===== config.mk =====
export PLATFORM = sky130hd
export DESIGN_NAME = lidar_sector_steering
export DESIGN_NICKNAME = d
export VERILOG_FILES = /design/src/rtl/lss_pkg.sv /design/src/rtl/lss_div.sv /design/src/rtl/lss_datapath.sv /design/src/rtl/lss_ctrl.sv /design/src/rtl/lidar_sector_steering.sv
export SDC_FILE = /design/constraint.sdc
export NUM_CORES = 2
export LEC_CHECK = 0
export ABC_AREA = 1
export BUFFER_PORTS_ARGS = -buffer_cell sky130_fd_sc_hd__buf_4
export CELL_PAD_IN_SITES_DETAIL_PLACEMENT = 0
export CELL_PAD_IN_SITES_GLOBAL_PLACEMENT = 1
export CORE_MARGIN = 1
export CORE_UTILIZATION = 47
export DETAILED_ROUTE_END_ITERATION = 7
export PLACE_DENSITY_LB_ADDON = 0.15
export SLEW_MARGIN = 20
export SYNTH_ARGS = -nofsm -noshare
export SYNTH_HDL_FRONTEND = slang
export SYNTH_SLANG_ARGS = --single-unit

===== constraint.sdc =====
create_clock -name aclk -period 6.95 [get_ports aclk]
set_input_delay 0.695 -clock aclk [delete_from_list [all_inputs] [get_ports aclk]]
set_output_delay 0.695 -clock aclk [all_outputs]
set_load 0.03 [all_outputs]

===== src/rtl/lss_pkg.sv =====
package lss_pkg;

    // Field and datapath widths
    localparam int RANGE_W  = 16;
    localparam int ANGLE_W  = 20;
    localparam int STEP_W   = 14;
    localparam int GAIN_W   = 10;
    localparam int TOTAL_W  = 40;
    localparam int SPEED_W  = 20;
    localparam int OFF_W    = 18;
    localparam int DVD_W    = 40;
    localparam int DVR_W    = 16;
    localparam int ITER_W   = 6;

    // Proximity score: 10 / meters in Q.8 is 2560000 / millimeters
    localparam int SCORE_NUM_W          = 22;
    localparam logic [SCORE_NUM_W-1:0] SCORE_NUM = SCORE_NUM_W'(2560000);
    localparam logic [TOTAL_W-1:0] ZERO_RANGE_SCORE = TOTAL_W'(2560);
    localparam logic [ITER_W-1:0] SCORE_ITERS = ITER_W'(SCORE_NUM_W);
    localparam logic [ITER_W-1:0] GAIN_ITERS  = ITER_W'(DVD_W);

    // Steering offset limits, Q.8
    localparam logic [OFF_W-1:0] OFFSET_MAX  = OFF_W'(1023 * 256);
    localparam logic [OFF_W-1:0] WALL_OFFSET = OFF_W'(80 * 256);

    // Sector bounds in millidegrees
    localparam int LEFT_LO  = -180000;
    localparam int LEFT_HI  = -120000;
    localparam int RIGHT_LO = 120000;
    localparam int RIGHT_HI = 180000;

    // Configuration register indexes
    typedef enum logic [2:0] {
        REG_RANGE_LIMIT  = 3'd0,
        REG_SCORE_RANGE  = 3'd1,
        REG_FIRST_ANGLE  = 3'd2,
        REG_ANGLE_STEP   = 3'd3,
        REG_GAIN_DIVISOR = 3'd4,
        REG_WALL_SCORE   = 3'd5,
        REG_WALL_BALANCE = 3'd6,
        REG_BASE_SPEED   = 3'd7
    } reg_idx_t;

    typedef struct packed {
        logic [RANGE_W-1:0]        range_limit_mm;
        logic [RANGE_W-1:0]        score_range_mm;
        logic signed [ANGLE_W-1:0] first_angle_mdeg;
        logic [STEP_W-1:0]         angle_step_mdeg;
        logic [GAIN_W-1:0]         gain_divisor;
        logic [RANGE_W-1:0]        wall_score;
        logic [GAIN_W-1:0]         wall_balance;
        logic [GAIN_W-1:0]         base_speed;
    } cfg_t;

    typedef enum logic [2:0] {
        ST_IDLE,
        ST_SECTOR,
        ST_SCORE_DIV,
        ST_ACCUM,
        ST_DIFF,
        ST_GAIN_DIV,
        ST_EMIT
    } state_t;

    // Controller to datapath
    typedef struct packed {
        logic load_in;
        logic sector_eval;
        logic score_start;
        logic accum;
        logic diff_start;
        logic result_load;
    } cmd_t;

    // Datapath to controller
    typedef struct packed {
        logic qualify;
        logic zero_range;
        logic last;
        logic div_busy;
        logic out_free;
    } sts_t;

endpackage


===== src/rtl/lss_div.sv =====
module lss_div (
    input  logic                      aclk,
    input  logic                      aresetn,
    input  logic                      start,
    input  logic [lss_pkg::DVD_W-1:0]  dividend,
    input  logic [lss_pkg::DVR_W-1:0]  divisor,
    input  logic [lss_pkg::ITER_W-1:0] iters,
    output logic                      busy,
    output logic [lss_pkg::DVD_W-1:0]  quotient
);

    localparam logic [lss_pkg::ITER_W-1:0] ITER_ONE = lss_pkg::ITER_W'(1);

    logic [lss_pkg::DVR_W-1:0]  rem_reg, rem_next;
    logic [lss_pkg::DVD_W-1:0]  dq_reg, dq_next;
    logic [lss_pkg::DVR_W-1:0]  dvr_reg;
    logic [lss_pkg::ITER_W-1:0] cnt_reg;
    logic                       busy_reg;
    logic [lss_pkg::DVR_W:0]    shifted;
    logic [lss_pkg::DVR_W+1:0]  trial;
    logic                       fits;

    // One restoring step: bring in the next dividend bit, subtract if it fits
    always_comb begin
        shifted  = {rem_reg, dq_reg[lss_pkg::DVD_W-1]};
        trial    = {1'b0, shifted} - {2'b00, dvr_reg};
        fits     = !trial[lss_pkg::DVR_W+1];
        rem_next = fits ? trial[lss_pkg::DVR_W-1:0] : shifted[lss_pkg::DVR_W-1:0];
        dq_next  = {dq_reg[lss_pkg::DVD_W-2:0], fits};
    end

    // Control: count iterations down
    always_ff @(posedge aclk) begin
        if (!aresetn) begin
            busy_reg <= 1'b0;
            cnt_reg  <= '0;
        end else if (start) begin
            busy_reg <= 1'b1;
            cnt_reg  <= iters;
        end else if (busy_reg) begin
            cnt_reg  <= cnt_reg - 1'b1;
            busy_reg <= (cnt_reg != ITER_ONE);
        end
    end

    // Payload: remainder and dividend/quotient shift register
    always_ff @(posedge aclk) begin
        if (start) begin
            rem_reg <= '0;
            dq_reg  <= dividend;
            dvr_reg <= divisor;
        end else if (busy_reg) begin
            rem_reg <= rem_next;
            dq_reg  <= dq_next;
        end
    end

    assign busy     = busy_reg;
    assign quotient = dq_reg;

endmodule


===== src/rtl/lss_datapath.sv =====
module lss_datapath #(
    parameter int MAX_SAMPLES = 4096
) (
    input  logic                         aclk,
    input  logic                         aresetn,
    input  lss_pkg::cfg_t                cfg,
    input  lss_pkg::cmd_t                cmd,
    output lss_pkg::sts_t                sts,
    input  logic [lss_pkg::RANGE_W-1:0]  in_range_mm,
    input  logic                         in_range_valid,
    input  logic                         in_last,
    output logic                         m_tvalid,
    input  logic                         m_tready,
    output logic [2*lss_pkg::SPEED_W-1:0] m_tdata,
    output logic [1:0]                   m_tuser
);

    localparam int IDX_W  = $clog2(MAX_SAMPLES);
    localparam int PROD_W = lss_pkg::STEP_W + IDX_W;
    localparam int ANG_W  = PROD_W + 2;
    localparam logic [IDX_W-1:0] IDX_LAST = IDX_W'(MAX_SAMPLES - 1);
    localparam int SPD_X  = lss_pkg::OFF_W + 3;

    // Sample registers
    logic [lss_pkg::RANGE_W-1:0] mm_reg;
    logic                        valid_reg;
    logic                        last_reg;
    logic [PROD_W-1:0]           prod_reg;
    logic [IDX_W-1:0]            idx_reg;
    logic                        side_right_reg;
    logic [lss_pkg::TOTAL_W-1:0] left_total_reg, left_total_next;
    logic [lss_pkg::TOTAL_W-1:0] right_total_reg, right_total_next;
    logic                        left_dom_reg;

    // Output register
    logic                          m_valid_reg;
    logic [2*lss_pkg::SPEED_W-1:0] m_data_reg;
    logic [1:0]                    m_user_reg;

    // Divider interface
    logic                         div_start;
    logic                         div_busy;
    logic [lss_pkg::DVD_W-1:0]    div_dividend;
    logic [lss_pkg::DVR_W-1:0]    div_divisor;
    logic [lss_pkg::ITER_W-1:0]   div_iters;
    logic [lss_pkg::DVD_W-1:0]    div_quotient;

    logic signed [ANG_W-1:0]     angle;
    logic                        in_left, in_right;
    logic [lss_pkg::TOTAL_W-1:0] score;
    logic [lss_pkg::TOTAL_W:0]   acc_sum;
    logic [lss_pkg::TOTAL_W-1:0] acc_base;
    logic [lss_pkg::TOTAL_W-1:0] acc_sat;
    logic                        left_gt;
    logic [lss_pkg::TOTAL_W-1:0] abs_diff;
    logic [lss_pkg::GAIN_W-1:0]  gain_eff;
    logic [lss_pkg::OFF_W-1:0]   off_mag, off_final;
    logic                        wall;
    logic signed [SPD_X-1:0]     off_s, base_s, left_sp, right_sp;

    // Sector test on the registered product
    always_comb begin
        angle    = ANG_W'(cfg.first_angle_mdeg) + $signed({2'b00, prod_reg});
        in_left  = (angle >= ANG_W'(lss_pkg::LEFT_LO)) && (angle < ANG_W'(lss_pkg::LEFT_HI));
        in_right = (angle >= ANG_W'(lss_pkg::RIGHT_LO)) && (angle < ANG_W'(lss_pkg::RIGHT_HI));
    end

    assign sts.qualify    = valid_reg && (mm_reg < cfg.range_limit_mm)
                            && (mm_reg < cfg.score_range_mm) && (in_left || in_right);
    assign sts.zero_range = (mm_reg == '0);
    assign sts.last       = last_reg;
    assign sts.div_busy   = div_busy;
    assign sts.out_free   = !m_valid_reg || m_tready;

    // Divider operand select: proximity score or gain division
    always_comb begin
        gain_eff  = (cfg.gain_divisor == '0) ? lss_pkg::GAIN_W'(1) : cfg.gain_divisor;
        left_gt   = left_total_reg > right_total_reg;
        abs_diff  = left_gt ? left_total_reg - right_total_reg
                            : right_total_reg - left_total_reg;
        div_start = cmd.score_start || cmd.diff_start;
        if (cmd.score_start) begin
            div_dividend = {lss_pkg::SCORE_NUM, (lss_pkg::DVD_W - lss_pkg::SCORE_NUM_W)'(0)};
            div_divisor  = mm_reg;
            div_iters    = lss_pkg::SCORE_ITERS;
        end else begin
            div_dividend = abs_diff;
            div_divisor  = lss_pkg::DVR_W'(gain_eff);
            div_iters    = lss_pkg::GAIN_ITERS;
        end
    end

    lss_div u_div (
        .aclk     (aclk),
        .aresetn  (aresetn),
        .start    (div_start),
        .dividend (div_dividend),
        .divisor  (div_divisor),
        .iters    (div_iters),
        .busy     (div_busy),
        .quotient (div_quotient)
    );

    // Saturating accumulate into the chosen side
    always_comb begin
        score    = sts.zero_range ? lss_pkg::ZERO_RANGE_SCORE : div_quotient;
        acc_base = side_right_reg ? right_total_reg : left_total_reg;
        acc_sum  = {1'b0, acc_base} + {1'b0, score};
        acc_sat  = acc_sum[lss_pkg::TOTAL_W] ? '1 : acc_sum[lss_pkg::TOTAL_W-1:0];
        left_total_next  = left_total_reg;
        right_total_next = right_total_reg;
        if (cmd.result_load) begin
            left_total_next  = '0;
            right_total_next = '0;
        end else if (cmd.accum) begin
            if (side_right_reg) begin
                right_total_next = acc_sat;
            end else begin
                left_total_next = acc_sat;
            end
        end
    end

    // Offset, wall rule and wheel speeds
    always_comb begin
        off_mag = (div_quotient > lss_pkg::DVD_W'(lss_pkg::OFFSET_MAX))
                  ? lss_pkg::OFFSET_MAX : div_quotient[lss_pkg::OFF_W-1:0];
        wall = (off_mag < {cfg.wall_balance, 8'h00})
               && (left_total_reg >= lss_pkg::TOTAL_W'({cfg.wall_score, 8'h00}))
               && (right_total_reg >= lss_pkg::TOTAL_W'({cfg.wall_score, 8'h00}));
        off_final = wall ? lss_pkg::WALL_OFFSET : off_mag;
        off_s     = left_dom_reg ? $signed(SPD_X'(off_final)) : -$signed(SPD_X'(off_final));
        base_s    = $signed(SPD_X'({cfg.base_speed, 8'h00}));
        left_sp   = base_s + off_s;
        right_sp  = off_s - base_s;
    end

    // Control registers: index, totals, output valid
    always_ff @(posedge aclk) begin
        if (!aresetn) begin
            idx_reg         <= '0;
            left_total_reg  <= '0;
            right_total_reg <= '0;
            m_valid_reg     <= 1'b0;
        end else begin
            left_total_reg  <= left_total_next;
            right_total_reg <= right_total_next;
            if (cmd.result_load) begin
                idx_reg <= '0;
            end else if (cmd.load_in) begin
                idx_reg <= (idx_reg == IDX_LAST) ? '0 : idx_reg + 1'b1;
            end
            if (cmd.result_load) begin
                m_valid_reg <= 1'b1;
            end else if (m_tready) begin
                m_valid_reg <= 1'b0;
            end
        end
    end

    // Payload registers
    always_ff @(posedge aclk) begin
        if (cmd.load_in) begin
            mm_reg    <= in_range_mm;
            valid_reg <= in_range_valid;
            last_reg  <= in_last;
            prod_reg  <= PROD_W'(cfg.angle_step_mdeg * idx_reg);
        end
        if (cmd.sector_eval) begin
            side_right_reg <= !in_left;
        end
        if (cmd.diff_start) begin
            left_dom_reg <= left_gt;
        end
        if (cmd.result_load) begin
            m_data_reg <= {right_sp[lss_pkg::SPEED_W-1:0], left_sp[lss_pkg::SPEED_W-1:0]};
            m_user_reg <= {left_dom_reg, wall};
        end
    end

    assign m_tvalid = m_valid_reg;
    assign m_tdata  = m_data_reg;
    assign m_tuser  = m_user_reg;

    // Checks
    a_div_idle_on_start: assert property (@(posedge aclk) disable iff (!aresetn)
        div_start |-> !div_busy)
        else $error("divider started while busy");

    a_no_overwrite: assert property (@(posedge aclk) disable iff (!aresetn)
        cmd.result_load |-> (!m_valid_reg || m_tready))
        else $error("result overwrites a word not yet taken");

    a_scan_cleared: assert property (@(posedge aclk) disable iff (!aresetn)
        cmd.result_load |=> (left_total_reg == '0) && (right_total_reg == '0)
                            && (idx_reg == '0))
        else $error("scan state not cleared after result");

    a_accum_after_div: assert property (@(posedge aclk) disable iff (!aresetn)
        cmd.accum |-> !div_busy)
        else $error("score added while division in progress");

endmodule


===== src/rtl/lss_ctrl.sv =====
module lss_ctrl (
    input  logic          aclk,
    input  logic          aresetn,
    input  logic          s_tvalid,
    output logic          s_tready,
    input  lss_pkg::sts_t sts,
    output lss_pkg::cmd_t cmd
);

    lss_pkg::state_t state_reg, state_next;

    // State register
    always_ff @(posedge aclk) begin
        if (!aresetn) begin
            state_reg <= lss_pkg::ST_IDLE;
        end else begin
            state_reg <= state_next;
        end
    end

    // Next state and commands
    always_comb begin
        state_next = state_reg;
        cmd        = '0;
        s_tready   = 1'b0;
        unique case (state_reg)
            lss_pkg::ST_IDLE: begin
                s_tready = 1'b1;
                if (s_tvalid) begin
                    cmd.load_in = 1'b1;
                    state_next  = lss_pkg::ST_SECTOR;
                end
            end
            lss_pkg::ST_SECTOR: begin
                cmd.sector_eval = 1'b1;
                priority if (sts.qualify && sts.zero_range) begin
                    state_next = lss_pkg::ST_ACCUM;
                end else if (sts.qualify) begin
                    cmd.score_start = 1'b1;
                    state_next      = lss_pkg::ST_SCORE_DIV;
                end else if (sts.last) begin
                    state_next = lss_pkg::ST_DIFF;
                end else begin
                    state_next = lss_pkg::ST_IDLE;
                end
            end
            lss_pkg::ST_SCORE_DIV: begin
                if (!sts.div_busy) begin
                    state_next = lss_pkg::ST_ACCUM;
                end
            end
            lss_pkg::ST_ACCUM: begin
                cmd.accum  = 1'b1;
                state_next = sts.last ? lss_pkg::ST_DIFF : lss_pkg::ST_IDLE;
            end
            lss_pkg::ST_DIFF: begin
                cmd.diff_start = 1'b1;
                state_next     = lss_pkg::ST_GAIN_DIV;
            end
            lss_pkg::ST_GAIN_DIV: begin
                if (!sts.div_busy) begin
                    state_next = lss_pkg::ST_EMIT;
                end
            end
            lss_pkg::ST_EMIT: begin
                if (sts.out_free) begin
                    cmd.result_load = 1'b1;
                    state_next      = lss_pkg::ST_IDLE;
                end
            end
            default: begin
                state_next = lss_pkg::ST_IDLE;
            end
        endcase
    end

endmodule


===== src/rtl/lidar_sector_steering.sv =====
// Channel   Dir  Word / fields
// s_        in   tdata[15:0] range_mm, tuser[0] range_valid, tlast last_sample
// m_        out  tdata[19:0] left_speed, tdata[39:20] right_speed,
//                tuser[0] wall_seen, tuser[1] left_dominant
// APB       in   8 registers at byte address 4*i, 32-bit data
//
// A sample that adds no score stops at the sector check; one at zero range
// adds an accumulate step, and any other waits on the 22-step shared
// restoring divider. A scan's last sample adds the 40-step gain division.
// Reset is synchronous, active low; no clearing pass is needed.
// A waiting result stalls only the final step of the next scan.
module lidar_sector_steering #(
    parameter int MAX_SAMPLES = 4096
) (
    input  logic        aclk,
    input  logic        aresetn,
    // Sample stream
    input  logic        s_tvalid,
    output logic        s_tready,
    input  logic [15:0] s_tdata,   // [15:0] range_mm
    input  logic [0:0]  s_tuser,   // [0] range_valid
    input  logic        s_tlast,
    // Result stream
    output logic        m_tvalid,
    input  logic        m_tready,
    output logic [39:0] m_tdata,   // [19:0] left_speed, [39:20] right_speed
    output logic [1:0]  m_tuser,   // [0] wall_seen, [1] left_dominant
    // Register port
    input  logic        psel,
    input  logic        penable,
    input  logic        pwrite,
    input  logic [4:0]  paddr,
    input  logic [31:0] pwdata,
    output logic [31:0] prdata,
    output logic        pready
);

    lss_pkg::cfg_t    cfg_reg;
    lss_pkg::cmd_t    cmd;
    lss_pkg::sts_t    sts;
    lss_pkg::reg_idx_t reg_idx;
    logic             wr_en;

    assign pready  = 1'b1;
    assign reg_idx = lss_pkg::reg_idx_t'(paddr[4:2]);
    assign wr_en   = psel && penable && pwrite && pready;

    // Register file
    always_ff @(posedge aclk) begin
        if (!aresetn) begin
            cfg_reg.range_limit_mm   <= 16'd3000;
            cfg_reg.score_range_mm   <= 16'd1500;
            cfg_reg.first_angle_mdeg <= 20'(-180000);
            cfg_reg.angle_step_mdeg  <= 14'd500;
            cfg_reg.gain_divisor     <= 10'd70;
            cfg_reg.wall_score       <= 16'd750;
            cfg_reg.wall_balance     <= 10'd7;
            cfg_reg.base_speed       <= 10'd100;
        end else if (wr_en) begin
            unique case (reg_idx)
                lss_pkg::REG_RANGE_LIMIT:  cfg_reg.range_limit_mm   <= pwdata[15:0];
                lss_pkg::REG_SCORE_RANGE:  cfg_reg.score_range_mm   <= pwdata[15:0];
                lss_pkg::REG_FIRST_ANGLE:  cfg_reg.first_angle_mdeg <= pwdata[19:0];
                lss_pkg::REG_ANGLE_STEP:   cfg_reg.angle_step_mdeg  <= pwdata[13:0];
                lss_pkg::REG_GAIN_DIVISOR: cfg_reg.gain_divisor     <= pwdata[9:0];
                lss_pkg::REG_WALL_SCORE:   cfg_reg.wall_score       <= pwdata[15:0];
                lss_pkg::REG_WALL_BALANCE: cfg_reg.wall_balance     <= pwdata[9:0];
                lss_pkg::REG_BASE_SPEED:   cfg_reg.base_speed       <= pwdata[9:0];
            endcase
        end
    end

    // Read back
    always_comb begin
        unique case (reg_idx)
            lss_pkg::REG_RANGE_LIMIT:  prdata = 32'(cfg_reg.range_limit_mm);
            lss_pkg::REG_SCORE_RANGE:  prdata = 32'(cfg_reg.score_range_mm);
            lss_pkg::REG_FIRST_ANGLE:  prdata = 32'(cfg_reg.first_angle_mdeg);
            lss_pkg::REG_ANGLE_STEP:   prdata = 32'(cfg_reg.angle_step_mdeg);
            lss_pkg::REG_GAIN_DIVISOR: prdata = 32'(cfg_reg.gain_divisor);
            lss_pkg::REG_WALL_SCORE:   prdata = 32'(cfg_reg.wall_score);
            lss_pkg::REG_WALL_BALANCE: prdata = 32'(cfg_reg.wall_balance);
            lss_pkg::REG_BASE_SPEED:   prdata = 32'(cfg_reg.base_speed);
        endcase
    end

    lss_ctrl u_ctrl (
        .aclk     (aclk),
        .aresetn  (aresetn),
        .s_tvalid (s_tvalid),
        .s_tready (s_tready),
        .sts      (sts),
        .cmd      (cmd)
    );

    lss_datapath #(
        .MAX_SAMPLES (MAX_SAMPLES)
    ) u_datapath (
        .aclk           (aclk),
        .aresetn        (aresetn),
        .cfg            (cfg_reg),
        .cmd            (cmd),
        .sts            (sts),
        .in_range_mm    (s_tdata),
        .in_range_valid (s_tuser[0]),
        .in_last        (s_tlast),
        .m_tvalid       (m_tvalid),
        .m_tready       (m_tready),
        .m_tdata        (m_tdata),
        .m_tuser        (m_tuser)
    );

endmodule


Yosys cells after proc, flatten, opt, wreduce, memory -nomap -nowiden
Cells that the tools add are included.
{"block": "classes", "addsub": 10, "multipliers": 1, "order_cmp": 11, "eq_ne": 19, "n_mux": 40, "bitwise_logic": 2, "n_reduce_logical": 34}
{"operator": "two-way mux 40 bit", "count": 7}
{"operator": "case mux 32 bit (8 select lines)", "count": 1}
{"operator": "greater-or-equal comparator 40 x 24 -> 1 bit", "count": 2}
{"operator": "subtractor 40 bit", "count": 2}
{"operator": "adder 40 x 40 -> 41 bit", "count": 1}
{"operator": "> comparator 40 x 18 -> 1 bit (second input constant)", "count": 1}
{"operator": "> comparator 40 bit", "count": 1}
{"operator": "two-way mux 18 bit", "count": 2}
{"operator": "< comparator 16 bit", "count": 2}
{"operator": "adder 20 x 27 -> 28 bit", "count": 1}
{"operator": "greater-or-equal comparator 28 x 18 -> 1 bit (second input constant)", "count": 1}
{"operator": "greater-or-equal comparator 28 x 19 -> 1 bit (second input constant)", "count": 1}
{"operator": "< comparator 28 x 18 -> 1 bit (second input constant)", "count": 1}
{"operator": "< comparator 28 x 19 -> 1 bit (second input constant)", "count": 1}
{"operator": "multiplier 14 x 12 -> 26 bit", "count": 1}
{"operator": "== test 3 bit (second input constant)", "count": 7}
{"operator": "two-way mux 3 bit", "count": 7}
{"operator": "case mux 3 bit (7 select lines)", "count": 1}
{"operator": "adder 19 x 20 -> 20 bit", "count": 1}
{"operator": "two-way mux 10 bit", "count": 2}
{"operator": "two-way mux 20 bit", "count": 1}
{"operator": "negator 18 -> 20 bit", "count": 1}
{"operator": "AND reduction 2 bit", "count": 10}
{"operator": "subtractor 20 x 19 -> 20 bit", "count": 1}
{"operator": "other kinds (24)", "count": 61}
{"block": "totals", "reg_bits": 375, "inputBits": 62, "output_inout_bits": 77, "elab_cells": 144}

Depth between registers and ports, before layout
{"block": "logic_depth", "ltp_word": 10, "ltp_mapped": 38, "mapped_depth_nobuf": 35}

Hierarchy
From an unflattened synthesis, not the netlist that was laid out.
{"block": "hier_totals", "hier_cells": 5149, "hier_area_um2": 35129.9}
{"module": "lss_datapath", "instances": 1, "cells_per_inst": 3788, "area_each_um2": 25177.9, "seq_area_each_um2": 4234.1}
{"module": "lidar_sector_steering", "instances": 1, "cells_per_inst": 749, "area_each_um2": 5222.5, "seq_area_each_um2": 2242.2}
{"module": "lss_div", "instances": 1, "cells_per_inst": 564, "area_each_um2": 4465.5, "seq_area_each_um2": 2142.1}
{"module": "lss_ctrl", "instances": 1, "cells_per_inst": 48, "area_each_um2": 264.0, "seq_area_each_um2": 60.1}

Worst setup path after synthesis
OpenSTA, ideal clock, no wires.
{"block": "synth_path", "path_kind": "register to register", "start": "reg u_datapath.idx_reg[4]", "end": "reg u_datapath.prod_reg[24] (data pin)", "setup_time_ns": 0.258, "arrival_ns": 5.072, "t_required_ns": 6.692, "slack_ns": 1.621, "stages_incl_launch_ff": 29, "path_buffers": 2, "period_less_slack_ns": 5.329, "cell_sequence": "dfxtp_1 > clkbuf_1 > clkbuf_1 > nand2_1 > fa_1 > inv_1 > ha_1 > fa_1 > inv_1 > fa_1 > fa_1 > inv_1 > ha_1 > nand2_1 > o21ai_0 > a21oi_1 > o21bai_1 > nand3_1 > nand2_1 > nand3_1 > nand2_1 > nand3_1 > nand2_1 > nand2_1 > nand2_1 > nand2_1 > nand2_1 > a21oi_1 > xnor2_1"}
{"block": "synth_between", "elab_chain_len": 1}
{"item": "start: declaration", "line": "lss_datapath.sv:29", "text": "logic [IDX_W-1:0] idx_reg;"}
{"item": "start signal: assignment", "line": "lss_datapath.sv:151", "text": "idx_reg <= (idx_reg == IDX_LAST) ? '0 : idx_reg + 1'b1;"}
{"item": "multiplier 14 x 12 -> 26 bit", "line": "lss_datapath.sv:167", "text": "prod_reg <= PROD_W'(cfg.angle_step_mdeg * idx_reg);"}
{"item": "end signal: assignment", "line": "lss_datapath.sv:167"}
{"item": "end: declaration", "line": "lss_datapath.sv:28", "text": "logic [PROD_W-1:0] prod_reg;"}
No other way between the ends.
A chain may end at the register's enable or synchronous reset.

Final worst setup path
{"block": "layout_path", "start": "reg u_datapath.u_div.dq_reg (netlist bit u_datapath.u_div.quotient[37])", "end": "reg u_datapath.m_data_reg (netlist bit u_datapath.m_tdata[39]) (data pin)"}
{"block": "layout_between", "elab_chain_len": 9}
{"item": "start: declaration", "line": "lss_div.sv:15", "text": "logic [lss_pkg::DVD_W-1:0] dq_reg, dq_next;"}
{"item": "start signal: assignment", "line": "lss_div.sv:50", "text": "dq_reg <= dividend;"}
{"item": "start signal: assignment", "line": "lss_div.sv:54", "text": "dq_reg <= dq_next;"}
{"item": "> comparator 40 x 18 -> 1 bit *", "line": "lss_datapath.sv:126", "text": "off_mag = (div_quotient > lss_pkg::DVD_W'(lss_pkg::OFFSET_MAX))"}
{"item": "two-way mux 18 bit *", "line": "lss_datapath.sv:127", "text": "? lss_pkg::OFFSET_MAX : div_quotient[lss_pkg::OFF_W-1:0];"}
{"item": "< comparator 18 bit", "line": "lss_datapath.sv:128", "text": "wall = (off_mag < {cfg.wall_balance, 8'h00})"}
{"item": "logical AND 1 bit", "line": "lss_datapath.sv:129", "text": "&& (left_total_reg >= lss_pkg::TOTAL_W'({cfg.wall_score, 8'h00}))"}
{"item": "logical AND 1 bit", "line": "lss_datapath.sv:130", "text": "&& (right_total_reg >= lss_pkg::TOTAL_W'({cfg.wall_score, 8'h00}));"}
{"item": "two-way mux 18 bit *", "line": "lss_datapath.sv:131", "text": "off_final = wall ? lss_pkg::WALL_OFFSET : off_mag;"}
{"item": "negator 18 -> 20 bit", "line": "lss_datapath.sv:132", "text": "off_s = left_dom_reg ? $signed(SPD_X'(off_final)) : -$signed(SPD_X'(off_final));"}
{"item": "two-way mux 20 bit *", "line": "lss_datapath.sv:132"}
{"item": "subtractor 20 x 19 -> 20 bit *", "line": "lss_datapath.sv:135", "text": "right_sp = off_s - base_s;"}
{"item": "net u_datapath.right_sp[19]", "line": "lss_datapath.sv:59", "text": "logic signed [SPD_X-1:0] off_s, base_s, left_sp, right_sp;"}
{"item": "end signal: assignment", "line": "lss_datapath.sv:176", "text": "m_data_reg <= {right_sp[lss_pkg::SPEED_W-1:0], left_sp[lss_pkg::SPEED_W-1:0]};"}
{"item": "end: declaration", "line": "lss_datapath.sv:37", "text": "logic [2*lss_pkg::SPEED_W-1:0] m_data_reg;"}
Mark *: on every way through the listed nets, which the timed path passes. The rest lies on a longest branch.

==> flow_metrics.tcl <==
set metrics [dict create \
    hold_path_end "u_datapath.mm_reg[15]" \
    cp-start-kind "flip-flop" \
    vias 32300 \
    antenna_found_initial 1 \
    io_pins 139 \
    worst_r2r_endpoint "u_datapath.m_tdata[39]" \
    peakVddDrop_mv 0.201 \
    clock-sinks 366 \
    post_dp_cell_area_um2 35600 \
    hold_path.class "primary input to flip-flop" \
    yosys_warnings 0 \
    placement.io_buffers 123 \
    fp.dieArea_um2 73100 \
    finalHoldViolCount 0 \
    rsz0062_at_grt "false" \
    start_util_pct 47.5 \
    grt-ovfl-total 0 \
    power-per-cell-area_nw_per_um2 157 \
    reg2reg_depth 32 \
    grt_pass1_vias 29700 \
    final_nets 5371 \
    wire_per_inst_um 19.1 \
    crit_slowest_cell "nor4_1" \
    synth_flop_cell "dfxtp_1" \
    pre_cts_ws_ns 0.638 \
    netlist_area_um2 33900 \
    tightest_slew_ns 1.10 \
    async_reset_ff_share_pct 0 \
    worst_ep_arrival_time_ns 6.52 \
    min_from "s_tdata[15]" \
    slowest_delay_ns 0.44 \
    fin_ws_ns 0.776 \
    drv_cap 0 \
    endpoint_kind "flip-flop" \
    n_antenna_cell 0 \
    drc 0 \
    areaGrowthSynthToFinish_pct 9.28 \
    layout_min_cycle_time_ns 6.17 \
    post-route-period-util_pct 88.8 \
    numCtsBuffers 43 \
    slew_headroom_pct 26.3 \
    skew_ns 0.0134 \
    hold_depth 1 \
    synth.avg_cell_area_um2 7.02 \
    insertion_delay_ns 0.59 \
    drv_slew 0 \
    htreeDepth 2 \
    synthCells 4822 \
    ant_nets 0 \
    synth_seq_area_share_pct 25.6 \
    layout_commonest_cell "nand2_1" \
    synth_top_cell_by_area "dfxtp_1" \
    dr.pass1.iters 6 \
    synth_nets 5332 \
    dp_hpwl_mm 90.5 \
    power_leakage_nw 18.6 \
    wirelength_mm 111 \
    drtIter0Drc 2823 \
    reg2reg_slack_ns 0.78 \
    critPathKind "flip-flop to flip-flop" \
    vias_per_cell 5.52 \
    max_freq_mhz 162 \
    num_rows 98 \
    r2r-start "u_datapath.u_div.quotient[37]" \
    fp.coreArea_um2 71400 \
    status "finished, final reports clean" \
    largest_reg_flops 112 \
    ys_seq_elements 366 \
    synth.top_cell.area_share_pct 13.7 \
    clk_pin_slew_ns 0.06 \
    fp.dieH_um 270 \
    gp_congestion 1.01 \
    grt_max_degree 77 \
    grt_pass1_wl_mm 172 \
    final_cell_mix "966 x nand2_1, 805 x inv_1, 463 x a21oi_1" \
    drive_above_1_share_pct 6.13 \
    synth_edf_count 135 \
    synth_cell_type_count 61 \
    setup_tns_ns 0 \
    stdcell_area_um2 37000 \
    grt_util_all_layers_pct 30.0 \
    root_buffer "clkbuf_16" \
    synthTopCellsByArea "dfxtp_1 14%, edfxtp_1 12%, ha_1 12%" \
    finalSetupViolCount 0 \
    worst-endpoint-required_ns 7.29 \
    cts_max_path_buffers 3 \
    cts_tree "done" \
    worst-path-max-fanout 30 \
    cts_hold_buf 0 \
    die_w_um 270 \
]
Yosys cell counts (7+ instances only):
| master | number |
|---|---|
| mux2i_1 | 11 |
| xnor2_1 | 44 |
| fa_1 | 127 |
| a221oi_1 | 27 |
| nor2_1 | 429 |
| or2_2 | 10 |
| o21a_1 | 14 |
| buf_4 | 27 |
| inv_2 | 10 |
| o211ai_1 | 39 |
| a21o_1 | 20 |
| nand3_1 | 157 |
| edfxtp_1 | 135 |
| o21ai_1 | 11 |
| nand3b_1 | 8 |
| xor2_1 | 85 |
| a21oi_1 | 463 |
| nand4_1 | 55 |
| a211oi_1 | 21 |
| nor2_2 | 10 |
| o21bai_1 | 22 |
| o31ai_1 | 10 |
| nand2_2 | 15 |
| o2111ai_1 | 10 |
| a31oi_1 | 37 |
| nor3_1 | 48 |
| nand2_1 | 967 |
| nor4_1 | 22 |
| o21ai_0 | 385 |
| clkbuf_1 | 125 |
| buf_2 | 8 |
| dfxtp_1 | 231 |
| inv_1 | 806 |
| buf_1 | 7 |
| o22ai_1 | 46 |
| ha_1 | 321 |
worst max-delay path, delay by kind of cell, from the launching register on:
kind	cells	cell delay (ns)
and+or+nand+nor	15	2.11
AOI/OAI and AO/OA	10	1.83
adders and majority gates	3	0.93
buffers and inverters	3	0.49
DFF	1	0.38
xor gates and xnor gates	1	0.18
worst max-delay path by stage:
stage / end / startpoint / depth (start not counted)
after floorplan: u_datapath.prod_reg[24] / u_datapath.idx_reg[4] / 28
after global placement: u_datapath.m_tdata[39] / u_datapath.u_div.quotient[37] / 32
after detailed placement: u_datapath.m_tdata[39] / u_datapath.u_div.quotient[37] / 32
after CTS: u_datapath.m_tdata[39] / u_datapath.u_div.quotient[37] / 32
after global routing: u_datapath.m_tdata[39] / u_datapath.u_div.quotient[37] / 32
final: u_datapath.m_tdata[39] / u_datapath.u_div.quotient[37] / 32
metal layers:
metal	share of wire [%]	vias to the layer above	GRT usage [%]
li1	-	15900	-
met1	47	15200	44.1
met2	44	1088	47.4
met3	6.7	129	3.11
met4	2.0	2	6.29
met5	0.012	-	0
what timing repair did:
item,in CTS,in global routing
endpoints found under the setup margin,0,1
gates resized for setup,0,1
setup buffers,0,0
report_power, final:
group	internal (W)	switching, W
Combinational	0.000356	0.000756
Sequential	0.00230	0.0000558
Clock	0.00136	0.000981
cell type report:
type / instances / area, µm²
Clock buffer: 52 / 1140
Multi-Input combinational cell: 3467 / 21400
Tap cell: 950 / 1190
Inverter: 819 / 3070
Fill cell: 7399 / 34300
Timing Repair Buffer: 164 / 1240
Clock inverter: 28 / 308
Sequential cell: 366 / 8680
cell families after synthesis:
logic type / Yosys count / share of synthesized area, %
simple gates: 1740 / 21.2
flops: 366 / 25.6
compound gates: 1138 / 18.8
other cells: 1 / 0.0111
fa+ha+maj: 448 / 19.4
mux: 11 / 0.325
xor+xnor: 129 / 3.34
buf+inv: 989 / 11.4
stage by stage:
| step | power [W] | hold slack [ns] | util [%] | instances |
|---|---|---|---|---|
| after global routing | 0.00607 | 0.253 | 51.9 | 5846 |
| after floorplan | 0.00315 | 0.441 | - | 4822 |
| after global placement | 0.00349 | 0.472 | 49.8 | 5766 |
| final | 0.00581 | 0.274 | 51.9 | 5846 |
| after CTS | 0.00584 | 0.253 | 51.9 | 5846 |
| after detailed placement | 0.00349 | 0.470 | 49.8 | 5766 |
No activity file was read; power rests on OpenSTA's default activity.
